==> src/design/fqsj_pkg.sv <==
// ----------------------------------------------------------------------------
// fqsj_pkg: shared types and constants of the flow QoS statistics engine
// Command codes, sequencer states, step indexes and the operand bundle of the
// shared add/subtract unit.
// ----------------------------------------------------------------------------
package fqsj_pkg;

  // Width of the shared arithmetic unit; time differences are formed at it.
  localparam int ALU_W  = 64;
  localparam int STEP_W = $clog2(ALU_W);

  typedef logic [STEP_W-1:0] step_t;

  typedef enum logic [2:0] {
    CMD_TX         = 3'd0,
    CMD_RX         = 3'd1,
    CMD_LOAD_DROP  = 3'd2,
    CMD_METER_DROP = 3'd3,
    CMD_SLICE_DROP = 3'd4,
    CMD_QUEUE_DROP = 3'd5,
    CMD_CLEAR      = 3'd6,
    CMD_QUERY      = 3'd7
  } cmd_e;

  typedef enum logic [7:0] {
    S_IDLE  = 8'b0000_0001,
    S_TX    = 8'b0000_0010,
    S_RX    = 8'b0000_0100,
    S_DROP  = 8'b0000_1000,
    S_CLEAR = 8'b0001_0000,
    S_QRY   = 8'b0010_0000,
    S_DIV   = 8'b0100_0000,
    S_FIN   = 8'b1000_0000
  } state_e;

  // Operands of the shared unit: result = a + b, or a - b when sub is set.
  typedef struct packed {
    logic [ALU_W-1:0] a;
    logic [ALU_W-1:0] b;
    logic             sub;
  } alu_op_t;

  // Transmit steps.
  localparam step_t TX_PKT   = step_t'(0);
  localparam step_t TX_BYTES = step_t'(1);

  // Receive steps.
  localparam step_t RX_ARR_GAP   = step_t'(0);
  localparam step_t RX_STAMP_GAP = step_t'(1);
  localparam step_t RX_DIFF      = step_t'(2);
  localparam step_t RX_MAG       = step_t'(3);
  localparam step_t RX_CMP       = step_t'(4);
  localparam step_t RX_JIT_A     = step_t'(5);
  localparam step_t RX_JIT_B     = step_t'(6);
  localparam step_t RX_PKT       = step_t'(7);
  localparam step_t RX_BYTES     = step_t'(8);
  localparam step_t RX_DELAY     = step_t'(9);
  localparam step_t RX_DELAY_SUM = step_t'(10);

  // Query steps.
  localparam step_t Q_LOST = step_t'(0);
  localparam step_t Q_SPAN = step_t'(1);
  localparam step_t Q_MAG  = step_t'(2);

  // Last divider iteration.
  localparam step_t DIV_LAST = step_t'(ALU_W - 1);

  // Jitter smoothing: gain of one sixteenth, rounded up when decreasing.
  localparam int JIT_SHIFT = 4;
  localparam int JIT_ROUND = 15;

endpackage

==> src/design/flow_qos_stats_jitter.sv <==
// ----------------------------------------------------------------------------
// flow_qos_stats_jitter: per-flow QoS statistics with interarrival jitter
// Counts packets, bytes and drops of one flow, sums one-way delay, tracks the
// smoothed interarrival jitter, and returns a snapshot on a query.
// ----------------------------------------------------------------------------
// Usage
// Events enter on the input channel (in_valid_i / in_stall_o) and query
// snapshots leave on the output channel (out_valid_o / out_stall_i). A
// transfer happens at a rising edge with valid high and stall low. Only a
// query produces an output transfer; all other commands update state only.
// The block takes one event at a time and drives in_stall_o while it works.
// All arithmetic runs through one shared 64-bit add/subtract unit under a
// small sequencer, so the cost of an event is its number of unit steps. A
// new event is accepted only once the sequencer is back in idle.
// A query runs its lost, span and magnitude steps, then a restoring divider
// with one quotient bit per cycle over the 64-bit delay magnitude for the
// mean delay (skipped when nothing was received), then one final step that
// loads the output register. The result sits there, so events are accepted
// while it waits; only a second query's final step waits for the slot.
// Reset clears all counters, times, the jitter and the delay sum to zero.
// While the receiver stalls, the snapshot is held unchanged.
// ----------------------------------------------------------------------------
module flow_qos_stats_jitter
  import fqsj_pkg::*;
#(
  parameter int TIME_BITS  = 48,
  parameter int COUNT_BITS = 32
) (
  input  logic                 clk_i,
  input  logic                 rst_ni,

  input  logic                 in_valid_i,
  output logic                 in_stall_o,
  input  logic [2:0]           cmd_i,
  input  logic [TIME_BITS-1:0] now_time_i,
  input  logic [15:0]          byte_count_i,
  input  logic [TIME_BITS-1:0] sent_time_i,

  output logic                 out_valid_o,
  input  logic                 out_stall_i,
  output logic [31:0]          tx_count_o,
  output logic [31:0]          tx_byte_total_o,
  output logic [31:0]          rx_count_o,
  output logic [31:0]          rx_byte_total_o,
  output logic [31:0]          lost_count_o,
  output logic [TIME_BITS:0]   active_span_o,
  output logic [TIME_BITS:0]   mean_delay_o,
  output logic [TIME_BITS-1:0] jitter_estimate_o,
  output logic [31:0]          load_drop_count_o,
  output logic [31:0]          meter_drop_count_o,
  output logic [31:0]          slice_drop_count_o,
  output logic [31:0]          queue_drop_count_o
);

  // The jitter state needs one bit more than a timestamp.
  localparam int JW = TIME_BITS + 1;
  localparam logic [ALU_W-1:0] LIM = ALU_W'(1) << TIME_BITS;

  state_e state_q, state_d;
  step_t  step_q, step_d;

  // Captured event.
  cmd_e                 cmd_q;
  logic [TIME_BITS-1:0] now_q;
  logic [15:0]          bytes_q;
  logic [TIME_BITS-1:0] stamp_q;

  // Flow statistics.
  logic [COUNT_BITS-1:0] tx_pkt_q, tx_byte_q, rx_pkt_q, rx_byte_q;
  logic [COUNT_BITS-1:0] drop_q [4];
  logic [TIME_BITS-1:0]  first_send_q, last_arr_q, last_stamp_q;
  logic [JW-1:0]         jitter_q;
  logic [ALU_W-1:0]      delay_q;

  // Working registers of the sequencer.
  logic [ALU_W-1:0]      tmp_q, tmp2_q;
  logic                  ge_q, neg_q;
  logic [COUNT_BITS-1:0] rem_q;
  logic [COUNT_BITS-1:0] lost_q;
  logic [TIME_BITS:0]    span_q;

  // Output register.
  logic                  out_valid_q;
  logic [31:0]           o_tx_q, o_txb_q, o_rx_q, o_rxb_q, o_lost_q;
  logic [31:0]           o_drop_q [4];
  logic [TIME_BITS:0]    o_span_q, o_mean_q;
  logic [TIME_BITS-1:0]  o_jit_q;

  logic                  in_xfer;
  logic                  out_load;
  logic [1:0]            drop_idx;
  logic [ALU_W-1:0]      q_sat;
  logic [COUNT_BITS:0]   div_part;

  // Shared add/subtract unit. For a subtraction, carry set means a >= b.
  alu_op_t               alu;
  logic [ALU_W:0]        alu_sum;
  logic [ALU_W-1:0]      alu_res;
  logic                  alu_carry;

  assign alu_sum   = {1'b0, alu.a} + {1'b0, alu.b ^ {ALU_W{alu.sub}}}
                   + (ALU_W + 1)'(alu.sub);
  assign alu_res   = alu_sum[ALU_W-1:0];
  assign alu_carry = alu_sum[ALU_W];

  assign in_stall_o = (state_q != S_IDLE);
  assign in_xfer    = in_valid_i && !in_stall_o;
  assign out_load   = (state_q == S_FIN) && (!out_valid_q || !out_stall_i);

  // Partial remainder of the restoring divider: next dividend bit shifted in.
  assign div_part = {rem_q, tmp_q[ALU_W-1]};

  always_comb begin
    case (cmd_q)
      CMD_LOAD_DROP:  drop_idx = 2'd0;
      CMD_METER_DROP: drop_idx = 2'd1;
      CMD_SLICE_DROP: drop_idx = 2'd2;
      CMD_QUEUE_DROP: drop_idx = 2'd3;
      default:        drop_idx = 2'd0;
    endcase
  end

  // Quotient magnitude clamped to the signed output range.
  always_comb begin
    q_sat = tmp_q;
    if (neg_q) begin
      if ((tmp_q >= LIM) && (tmp_q != LIM)) begin
        q_sat = LIM;
      end
    end else if (tmp_q >= LIM) begin
      q_sat = LIM - ALU_W'(1);
    end
  end

  // Operand selection for the shared unit.
  always_comb begin
    alu = '0;
    case (state_q)
      S_TX: begin
        if (step_q == TX_PKT) begin
          alu.a = ALU_W'(tx_pkt_q);
          alu.b = ALU_W'(1);
        end else begin
          alu.a = ALU_W'(tx_byte_q);
          alu.b = ALU_W'(bytes_q);
        end
      end
      S_RX: begin
        case (step_q)
          RX_ARR_GAP: begin
            alu.a = ALU_W'(now_q);
            alu.b = ALU_W'(last_arr_q);
            alu.sub = 1'b1;
          end
          RX_STAMP_GAP: begin
            alu.a = ALU_W'(stamp_q);
            alu.b = ALU_W'(last_stamp_q);
            alu.sub = 1'b1;
          end
          RX_DIFF: begin
            alu.a = tmp_q;
            alu.b = tmp2_q;
            alu.sub = 1'b1;
          end
          RX_MAG: begin
            alu.b = tmp_q;
            alu.sub = 1'b1;
          end
          RX_CMP: begin
            alu.a = tmp_q;
            alu.b = ALU_W'(jitter_q);
            alu.sub = 1'b1;
          end
          RX_JIT_A: begin
            if (ge_q) begin
              alu.a = ALU_W'(jitter_q);
              alu.b = tmp2_q >> JIT_SHIFT;
            end else begin
              alu.a = ALU_W'(JIT_ROUND);
              alu.b = tmp2_q;
              alu.sub = 1'b1;
            end
          end
          RX_JIT_B: begin
            alu.a = ALU_W'(jitter_q);
            alu.b = tmp2_q >> JIT_SHIFT;
            alu.sub = 1'b1;
          end
          RX_PKT: begin
            alu.a = ALU_W'(rx_pkt_q);
            alu.b = ALU_W'(1);
          end
          RX_BYTES: begin
            alu.a = ALU_W'(rx_byte_q);
            alu.b = ALU_W'(bytes_q);
          end
          RX_DELAY: begin
            alu.a = ALU_W'(now_q);
            alu.b = ALU_W'(stamp_q);
            alu.sub = 1'b1;
          end
          RX_DELAY_SUM: begin
            alu.a = delay_q;
            alu.b = tmp_q;
          end
          default: alu = '0;
        endcase
      end
      S_DROP: begin
        alu.a = ALU_W'(drop_q[drop_idx]);
        alu.b = ALU_W'(1);
      end
      S_QRY: begin
        case (step_q)
          Q_LOST: begin
            alu.a = ALU_W'(tx_pkt_q);
            alu.b = ALU_W'(rx_pkt_q);
            alu.sub = 1'b1;
          end
          Q_SPAN: begin
            alu.a = ALU_W'(last_arr_q);
            alu.b = ALU_W'(first_send_q);
            alu.sub = 1'b1;
          end
          default: begin
            alu.b = delay_q;
            alu.sub = 1'b1;
          end
        endcase
      end
      S_DIV: begin
        alu.a = ALU_W'(div_part);
        alu.b = ALU_W'(rx_pkt_q);
        alu.sub = 1'b1;
      end
      S_FIN: begin
        alu.b = q_sat;
        alu.sub = 1'b1;
      end
      default: alu = '0;
    endcase
  end

  // Sequencer.
  always_comb begin
    state_d = state_q;
    step_d  = step_q + step_t'(1);
    case (state_q)
      S_IDLE: begin
        step_d = '0;
        if (in_xfer) begin
          case (cmd_e'(cmd_i))
            CMD_TX:    state_d = S_TX;
            CMD_RX:    state_d = S_RX;
            CMD_CLEAR: state_d = S_CLEAR;
            CMD_QUERY: state_d = S_QRY;
            default:   state_d = S_DROP;
          endcase
        end
      end
      S_TX: begin
        if (step_q == TX_BYTES) begin
          state_d = S_IDLE;
        end
      end
      S_RX: begin
        if (step_q == RX_DELAY_SUM) begin
          state_d = S_IDLE;
        end
      end
      S_QRY: begin
        if (step_q == Q_MAG) begin
          step_d  = '0;
          state_d = (rx_pkt_q != '0) ? S_DIV : S_FIN;
        end
      end
      S_DIV: begin
        if (step_q == DIV_LAST) begin
          state_d = S_FIN;
        end
      end
      S_FIN: begin
        if (out_load) begin
          state_d = S_IDLE;
        end
      end
      default: state_d = S_IDLE;
    endcase
  end

  // Control and flow statistics.
  always_ff @(posedge clk_i or negedge rst_ni) begin
    if (!rst_ni) begin
      state_q      <= S_IDLE;
      step_q       <= '0;
      out_valid_q  <= 1'b0;
      tx_pkt_q     <= '0;
      tx_byte_q    <= '0;
      rx_pkt_q     <= '0;
      rx_byte_q    <= '0;
      first_send_q <= '0;
      last_arr_q   <= '0;
      last_stamp_q <= '0;
      jitter_q     <= '0;
      delay_q      <= '0;
      for (int i = 0; i < 4; i++) begin
        drop_q[i] <= '0;
      end
    end else begin
      state_q <= state_d;
      step_q  <= step_d;
      if (out_load) begin
        out_valid_q <= 1'b1;
      end else if (!out_stall_i) begin
        out_valid_q <= 1'b0;
      end
      case (state_q)
        S_TX: begin
          if (step_q == TX_PKT) begin
            tx_pkt_q <= alu_res[COUNT_BITS-1:0];
            if (alu_res[COUNT_BITS-1:0] == COUNT_BITS'(1)) begin
              first_send_q <= now_q;
            end
          end else begin
            tx_byte_q <= alu_res[COUNT_BITS-1:0];
          end
        end
        S_RX: begin
          case (step_q)
            RX_JIT_A: begin
              if (ge_q) begin
                jitter_q <= alu_res[JW-1:0];
              end
            end
            RX_JIT_B: begin
              if (!ge_q) begin
                jitter_q <= alu_res[JW-1:0];
              end
            end
            RX_PKT:   rx_pkt_q  <= alu_res[COUNT_BITS-1:0];
            RX_BYTES: rx_byte_q <= alu_res[COUNT_BITS-1:0];
            RX_DELAY_SUM: begin
              delay_q      <= alu_res;
              last_arr_q   <= now_q;
              last_stamp_q <= stamp_q;
            end
            default: ;
          endcase
        end
        S_DROP: drop_q[drop_idx] <= alu_res[COUNT_BITS-1:0];
        S_CLEAR: begin
          tx_pkt_q     <= '0;
          tx_byte_q    <= '0;
          rx_pkt_q     <= '0;
          rx_byte_q    <= '0;
          first_send_q <= now_q;
          last_arr_q   <= now_q;
          last_stamp_q <= now_q;
          jitter_q     <= '0;
          delay_q      <= '0;
          for (int i = 0; i < 4; i++) begin
            drop_q[i] <= '0;
          end
        end
        default: ;
      endcase
    end
  end

  // Event capture, working registers and the output snapshot.
  always_ff @(posedge clk_i) begin
    if (in_xfer) begin
      cmd_q   <= cmd_e'(cmd_i);
      now_q   <= now_time_i;
      bytes_q <= byte_count_i;
      stamp_q <= sent_time_i;
    end
    case (state_q)
      S_RX: begin
        case (step_q)
          RX_ARR_GAP:   tmp_q  <= alu_res;
          RX_STAMP_GAP: tmp2_q <= alu_res;
          RX_DIFF:      tmp_q  <= alu_res;
          RX_MAG: begin
            if (tmp_q[ALU_W-1]) begin
              tmp_q <= alu_res;
            end
          end
          RX_CMP: begin
            tmp2_q <= alu_res;
            ge_q   <= alu_carry;
          end
          RX_JIT_A: begin
            if (!ge_q) begin
              tmp2_q <= alu_res;
            end
          end
          RX_DELAY: tmp_q <= alu_res;
          default: ;
        endcase
      end
      S_QRY: begin
        case (step_q)
          Q_LOST: begin
            lost_q <= ((tx_pkt_q != '0) && alu_carry) ? alu_res[COUNT_BITS-1:0] : '0;
          end
          Q_SPAN: begin
            span_q <= (rx_pkt_q != '0) ? alu_res[TIME_BITS:0] : '0;
          end
          default: begin
            neg_q <= delay_q[ALU_W-1];
            tmp_q <= delay_q[ALU_W-1] ? alu_res : delay_q;
            rem_q <= '0;
          end
        endcase
      end
      S_DIV: begin
        // Restoring division, one quotient bit per cycle, MSB first.
        if (alu_carry) begin
          rem_q <= alu_res[COUNT_BITS-1:0];
        end else begin
          rem_q <= div_part[COUNT_BITS-1:0];
        end
        tmp_q <= {tmp_q[ALU_W-2:0], alu_carry};
      end
      default: ;
    endcase
    if (out_load) begin
      o_tx_q   <= 32'(tx_pkt_q);
      o_txb_q  <= 32'(tx_byte_q);
      o_rx_q   <= 32'(rx_pkt_q);
      o_rxb_q  <= 32'(rx_byte_q);
      o_lost_q <= 32'(lost_q);
      o_span_q <= span_q;
      o_mean_q <= neg_q ? alu_res[TIME_BITS:0] : q_sat[TIME_BITS:0];
      o_jit_q  <= jitter_q[JW-1] ? '1 : jitter_q[TIME_BITS-1:0];
      for (int i = 0; i < 4; i++) begin
        o_drop_q[i] <= 32'(drop_q[i]);
      end
    end
  end

  assign out_valid_o        = out_valid_q;
  assign tx_count_o         = o_tx_q;
  assign tx_byte_total_o    = o_txb_q;
  assign rx_count_o         = o_rx_q;
  assign rx_byte_total_o    = o_rxb_q;
  assign lost_count_o       = o_lost_q;
  assign active_span_o      = o_span_q;
  assign mean_delay_o       = o_mean_q;
  assign jitter_estimate_o  = o_jit_q;
  assign load_drop_count_o  = o_drop_q[0];
  assign meter_drop_count_o = o_drop_q[1];
  assign slice_drop_count_o = o_drop_q[2];
  assign queue_drop_count_o = o_drop_q[3];

`ifndef SYNTH
  // A snapshot only ever appears out of the final query step.
  a_out_from_fin: assert property (@(posedge clk_i) disable iff (!rst_ni)
    $rose(out_valid_q) |-> $past(state_q == S_FIN))
    else $error("output transfer raised outside the query final step");

  // The jitter only moves on a receive or a clear.
  a_jitter_hold: assert property (@(posedge clk_i) disable iff (!rst_ni)
    (state_q != S_RX && state_q != S_CLEAR) |=> $stable(jitter_q))
    else $error("jitter changed outside receive or clear");

  // The divider remainder stays below the divisor.
  a_div_rem: assert property (@(posedge clk_i) disable iff (!rst_ni)
    (state_q == S_DIV) |-> (rem_q < rx_pkt_q))
    else $error("divider remainder not below receive count");

  // The query path is entered only for a query command.
  a_qry_cmd: assert property (@(posedge clk_i) disable iff (!rst_ni)
    (state_q == S_QRY || state_q == S_DIV || state_q == S_FIN) |-> (cmd_q == CMD_QUERY))
    else $error("query sequence running for another command");
`endif

endmodule

==> config.mk <==
export PLATFORM = sky130hd
export DESIGN_NAME = flow_qos_stats_jitter
export DESIGN_NICKNAME = d
export VERILOG_FILES = /design/src/design/fqsj_pkg.sv /design/src/design/flow_qos_stats_jitter.sv
export SDC_FILE = /design/constraint.sdc
export NUM_CORES = 2
export LEC_CHECK = 0
export BUFFER_PORTS_ARGS = -buffer_cell sky130_fd_sc_hd__buf_2
export CORE_MARGIN = 8
export CORE_UTILIZATION = 30
export CTS_BUF_LIST = sky130_fd_sc_hd__clkbuf_4
export DETAILED_ROUTE_END_ITERATION = 6
export PLACE_DENSITY = 0.52
export RECOVER_POWER = 100
export SYNTH_ARGS = -nofsm -noshare
export SYNTH_HDL_FRONTEND = slang
export SYNTH_SLANG_ARGS = --single-unit
export TNS_END_PERCENT = 5
==> constraint.sdc <==
create_clock -name clk_i -period 59.4 [get_ports clk_i]
set_input_delay 5.94 -clock clk_i [delete_from_list [all_inputs] [get_ports clk_i]]
set_output_delay 5.94 -clock clk_i [all_outputs]
set_load 0.01 [all_outputs]
Yosys cells after proc, flatten, opt, wreduce, memory -nomap -nowiden

Memory sizes are Yosys's and may differ from the RTL's.
Index checks and enable logic that the tools add are counted.

Flip-flop bits (word level): 1192
Memory bits (writable): 128
Output and inout bits: 436
Word-level logic and storage cells: 205
Memories kept: 1

Memories:

| memory   | words | width | rd ports | clocked after memory_dff | wr ports | RTL line                    | RTL |
|---|---|---|---|---|---|---|---|
| o_drop_q | 4     | 32    | 4        | 0                        | 4        | flow_qos_stats_jitter.sv:85 | `logic [31:0] o_drop_q [4];` |

Add/subtract/negate cells: 3
Order comparisons: 3
Equal/unequal tests: 47
Muxes and demuxes: 69
Bitwise gates (word level): 3
Reduce and logical (&&, ||, !) cells: 43

Operators with widths:

| cell                                                    | number |
|---|---|
| one-hot mux 64 bit (10 select lines)                    | 1 |
| 2-to-1 mux 64 bit                                       | 8 |
| one-hot mux 64 bit (8 select lines)                     | 1 |
| one-hot mux 48 bit (2 select lines)                     | 4 |
| one-hot mux 64 bit (2 select lines)                     | 3 |
| one-hot mux 64 bit (6 select lines)                     | 1 |
| one-hot mux 32 bit (2 select lines)                     | 5 |
| one-hot mux 64 bit (5 select lines)                     | 1 |
| 2-to-1 mux 32 bit                                       | 9 |
| one-hot mux 128 bit (2 select lines)                    | 1 |
| one-hot mux 49 bit (2 select lines)                     | 2 |
| 2-to-1 mux 48 bit                                       | 4 |
| one-hot mux 64 bit (3 select lines)                     | 1 |
| 2-to-1 mux 49 bit                                       | 3 |
| one-hot mux 65 bit (2 select lines)                     | 1 |
| bitwise mux 128 bit                                     | 1 |
| 2-to-1 mux 113 bit                                      | 1 |
| 2-to-1 mux 96 bit                                       | 1 |
| adder 64 x 64 -> 65 bit                                 | 1 |
| adder 65 x 1 -> 65 bit                                  | 1 |
| binary-select mux 32 bit (select 2 bit)                 | 1 |
| demux 32 bit (select 2 bit)                             | 1 |
| >= comparator 64 x 49 -> 1 bit, second input constant   | 1 |
| inequality test 64 x 49 -> 1 bit, second input constant | 1 |
| 52 further kinds                                        | 114 |

Depth between registers and ports, before layout

Depth after elaboration: 13
Depth in mapped cells: 29
Depth with buffers taken out: 23

Least setup slack after synthesis

Ideal clock, no wire load.

Kind: input to register
Start point: input out_stall_i
End point: register o_span_q[0] (netlist: active_span_o[0]), enable pin
Library setup time: 1375 ps
Arrival time: 26713 ps
Required time: 58025 ps
Setup slack: 31312 ps
Stages: 1
Buffers on the path: 0
Cells stage by stage: a21oi_1

Longest elaborated chain between the ends: 3

Ends and longest elaborated chain:

| element                | RTL line                     | RTL |
|---|---|---|
| start: declaration     | flow_qos_stats_jitter.sv:40  | `input logic out_stall_i,` |
| logical NOT 1 bit      | n/a                          |  |
| logical OR 1 bit       | flow_qos_stats_jitter.sv:108 | `assign out_load = (state_q == S_FIN) && (!out_valid_q \|\| !out_stall_i);` |
| logical AND 1 bit      | flow_qos_stats_jitter.sv:108 |  |
| end signal: assignment | flow_qos_stats_jitter.sv:434 | `o_span_q <= span_q;` |
| end: declaration       | flow_qos_stats_jitter.sv:86  | `logic [TIME_BITS:0] o_span_q, o_mean_q;` |

Every way passes these cells.
A chain may end at the register's enable or synchronous reset.

==> results.sh <==
export IMPL_max_freq_mhz=47.0
export IMPL_die_h_um=465
export IMPL_cp_max_fo=138
export IMPL_hold_class="reg -> reg"
export IMPL_globalplace_congestion=0.984
export IMPL_crit_type="in -> async"
export IMPL_finalHoldViolations=0
export IMPL_dr_pass1_iters=7
export IMPL_dp_hpwl_um=196000
export IMPL_synth_seq_cells=1320
export IMPL_fin_crit_sh_pct=35.8
export IMPL_syn_nets=5707
export IMPL_ys_seq_area_share_pct=61.1
export IMPL_clock_latency_ps=1450
export IMPL_detail_route_antenna_nets=0
export IMPL_core_um2=201000
export IMPL_tightest_slew_ps=8160
export IMPL_drc=177
export IMPL_worstPathCellList="clkbuf_1 -> clkbuf_1 -> clkbuf_1 -> clkbuf_1"
export IMPL_failed_checks="DRC, capacitance limit, slew limit"
export IMPL_multiInputGateArea_um2=21800
export IMPL_htree_levels=5
export IMPL_crit_required_ps=59890
export IMPL_synthArstFlopShare_pct=40.0
export IMPL_first_global_vias=50600
export IMPL_syn_area_per_cell_um2=11.0
export IMPL_track_usage_pct=25.4
export IMPL_synth_edf_count=792
export IMPL_clkSinkCount=1320
export IMPL_reg2reg_from="state_q[4]"
export IMPL_wl_per_cell_um=31.6
export IMPL_final_cells=9127
export IMPL_fillCellCount=20600
export IMPL_cts_root_buf="clkbuf_4"
export IMPL_grt_max_degree=139
export IMPL_place_port_buffers=554
export IMPL_slew_violations=2056
export IMPL_cts_hold_buf=0
export IMPL_p_leak_nw=26.5
export IMPL_drtIter0Drc=9106
export IMPL_vdd_drop_max_mv=0.0313
export IMPL_setup_tns_ps=0
export IMPL_worstPathArrival_ps=21770
export IMPL_dieArea_um2=217000
export IMPL_overflow=0
export IMPL_status="finished with violations"
export IMPL_worstSetupStartpoint="rst_ni"
export IMPL_maxSlewHeadroom_pct=-444
export IMPL_ys_flop_type="edfxtp_1"
export IMPL_synth_cells=5520
export IMPL_ys_types=97
export IMPL_critPathMaxStageDelay_ps=6030
export IMPL_drt_wl_total_um=289000
export IMPL_grt_pass1_wl_um=400000
export IMPL_cts_tree="yes"
export IMPL_synthesis_area_um2=60600
export IMPL_dpl_cell_count=8429
export IMPL_rows=165
export IMPL_period_minus_slack_ps=21280
export IMPL_min_from="lost_q[12]"
export IMPL_fin_nets=6328
export IMPL_regArea_um2=37000
export IMPL_p_per_area_nw_per_um2=38.6
export IMPL_area_growth_pct=16.3
export IMPL_whs_path_depth=0
export IMPL_cts_resized_gates=0
export IMPL_crit_top_cell="clkbuf_1"
export IMPL_slowest_stage="clkbuf_1"
export IMPL_end_kind="async pin"
export IMPL_clk_pin_slew_ps=60
export IMPL_vias_per_cell=5.80
export IMPL_rsz0062_at_grt="no"
export IMPL_cts_setup_buffers=0
export IMPL_dieWidth_um=465
export IMPL_synth_yosys_warnings=0
export IMPL_reg2reg_depth=23
export IMPL_skew_ps=210
export IMPL_crit_path_start_kind="primary input"
export IMPL_start_util_pct=30.1
export IMPL_max_cap_viol_count=49
export IMPL_antenna_found_initial=14
export IMPL_power_mw=2.72
export IMPL_setup_viol=0
export IMPL_cts_path_max_buffers=4
export IMPL_vias=52900
export IMPL_numCtsBuffers=382
export IMPL_drive_gt1_share_pct=14.5
export IMPL_ios=555
-- metal layers --
metal | part of all wire (%) | track usage (%)
met5 | 0.024 | 0
met2 | 42 | 37.6
met4 | 5.6 | 11.9
met3 | 12 | 7.73
met1 | 40 | 34.1
-- cell type report --
cell class                      instances  share of cell area, %
Multi-Input combinational cell       3655                   30.9
Antenna cell                           10                 0.0355
Tap cell                             2672                   4.75
Clock buffer                          612                   6.52
Timing Repair Buffer                  693                   4.30
Clock inverter                         76                  0.478
Inverter                               89                  0.476
Sequential cell                      1320                   52.5
-- cells in the mapped netlist, drive strengths merged (32+ instances only) --
cell / instances / share of area (%)
nand2: 837 / 5.2
edfxtp: 792 / 39
a21oi: 595 / 4.9
nor2: 552 / 3.4
dfrtp: 527 / 22
clkbuf: 412 / 2.6
a222oi: 254 / 4.2
o21ai: 197 / 1.6
a22oi: 109 / 1.4
inv: 89 / 0.55
xnor2: 84 / 1.2
nand3: 81 / 0.67
mux2i: 78 / 1.3
nor3: 73 / 0.60
a21o: 67 / 0.83
ha: 67 / 1.4
a211oi: 60 / 0.74
a31oi: 55 / 0.59
a221oi: 52 / 0.76
mux2: 51 / 0.95
or2: 50 / 0.52
buf: 44 / 0.32
nor4: 36 / 0.41
xor2: 34 / 0.50
o221ai: 32 / 0.46
-- placed cells by master (no fill, tap or decap), types with 36 or more instances in the layout --
cell	n
a221oi_1	52
a22oi_1	109
nand3_1	81
nor4_1	36
nor2_1	542
a222oi_1	254
nor3_1	70
edfxtp_1	792
a21oi_1	588
or2_2	46
a21o_1	67
mux2i_1	78
a31oi_1	55
o21ai_0	193
clkbuf_1	525
clkbuf_4	612
xnor2_1	76
nand2_1	833
buf_4	80
clkinv_1	60
a211oi_1	60
dfrtp_1	526
buf_2	87
inv_1	86
ha_1	67
-- worst max-delay path: cells and delay by family --
| family | cells | cell delay (ps) |
|---|---|---|
| buffers and inverters | 4 | 15540 |
-- cells by family (layout without fill, tap and decap cells) --
logic type	count (synthesis)	in the layout	synth area share [%]
buf+inv	545	1470	3.43
compound gates	1583	1583	17.8
fa+ha+maj	68	68	1.42
flops	1320	1320	61.1
xor+xnor	118	118	1.73
mux	129	129	2.24
other cells	0	10	0
simple gates	1757	1757	12.3
-- path summary, 6_finish.rpt --
path / slack, ps / to
worst max-delay path: 38120 / jitter_q[32]
worst min-delay path: 350 / lost_count_o[12]
worst max register to register: 42670 / first_send_q[15]
worst min register to register: 350 / lost_count_o[12]
max in group clk_i: 42670 / first_send_q[15]
min in group asynchronous: 6630 / drop_q[119]
-- metrics by stage --
stage / worst slack (ps) / util [%] / hold slack, ps / area [um^2]
3_5_place_dp: 49610 / 33.0 / 405 / 66500
4_1_cts: 49560 / 35.5 / 336 / 71400
6_report: 38120 / 35.0 / 354 / 70400
2_1_floorplan: 31310 / - / 400 / 60600
5_1_grt: 35500 / 35.0 / 344 / 70400
3_3_place_gp: 49760 / 33.0 / 404 / 66500
-- where the power goes --
group	switching [mW]	internal [mW]	total (mW)
logic	0.454	0.170	0.624
clock network	0.410	0.468	0.878
registers	0.125	1.09	1.22
-- sequential cells by signal (all words and copies together), names as in the netlist, 48 cells and up --
name and cells:
jitter_estimate_o 48, first_send_q 48, stamp_q 48, last_stamp_q 48
delay_q 64, tmp_q 64, active_span_o 49, last_arr_q 48
tmp2_q 64, span_q 49, now_q 48, mean_delay_o 49
o_drop_q 128, jitter_q 49, drop_q 128
Note: power is estimated with default switching activity, not from simulation.
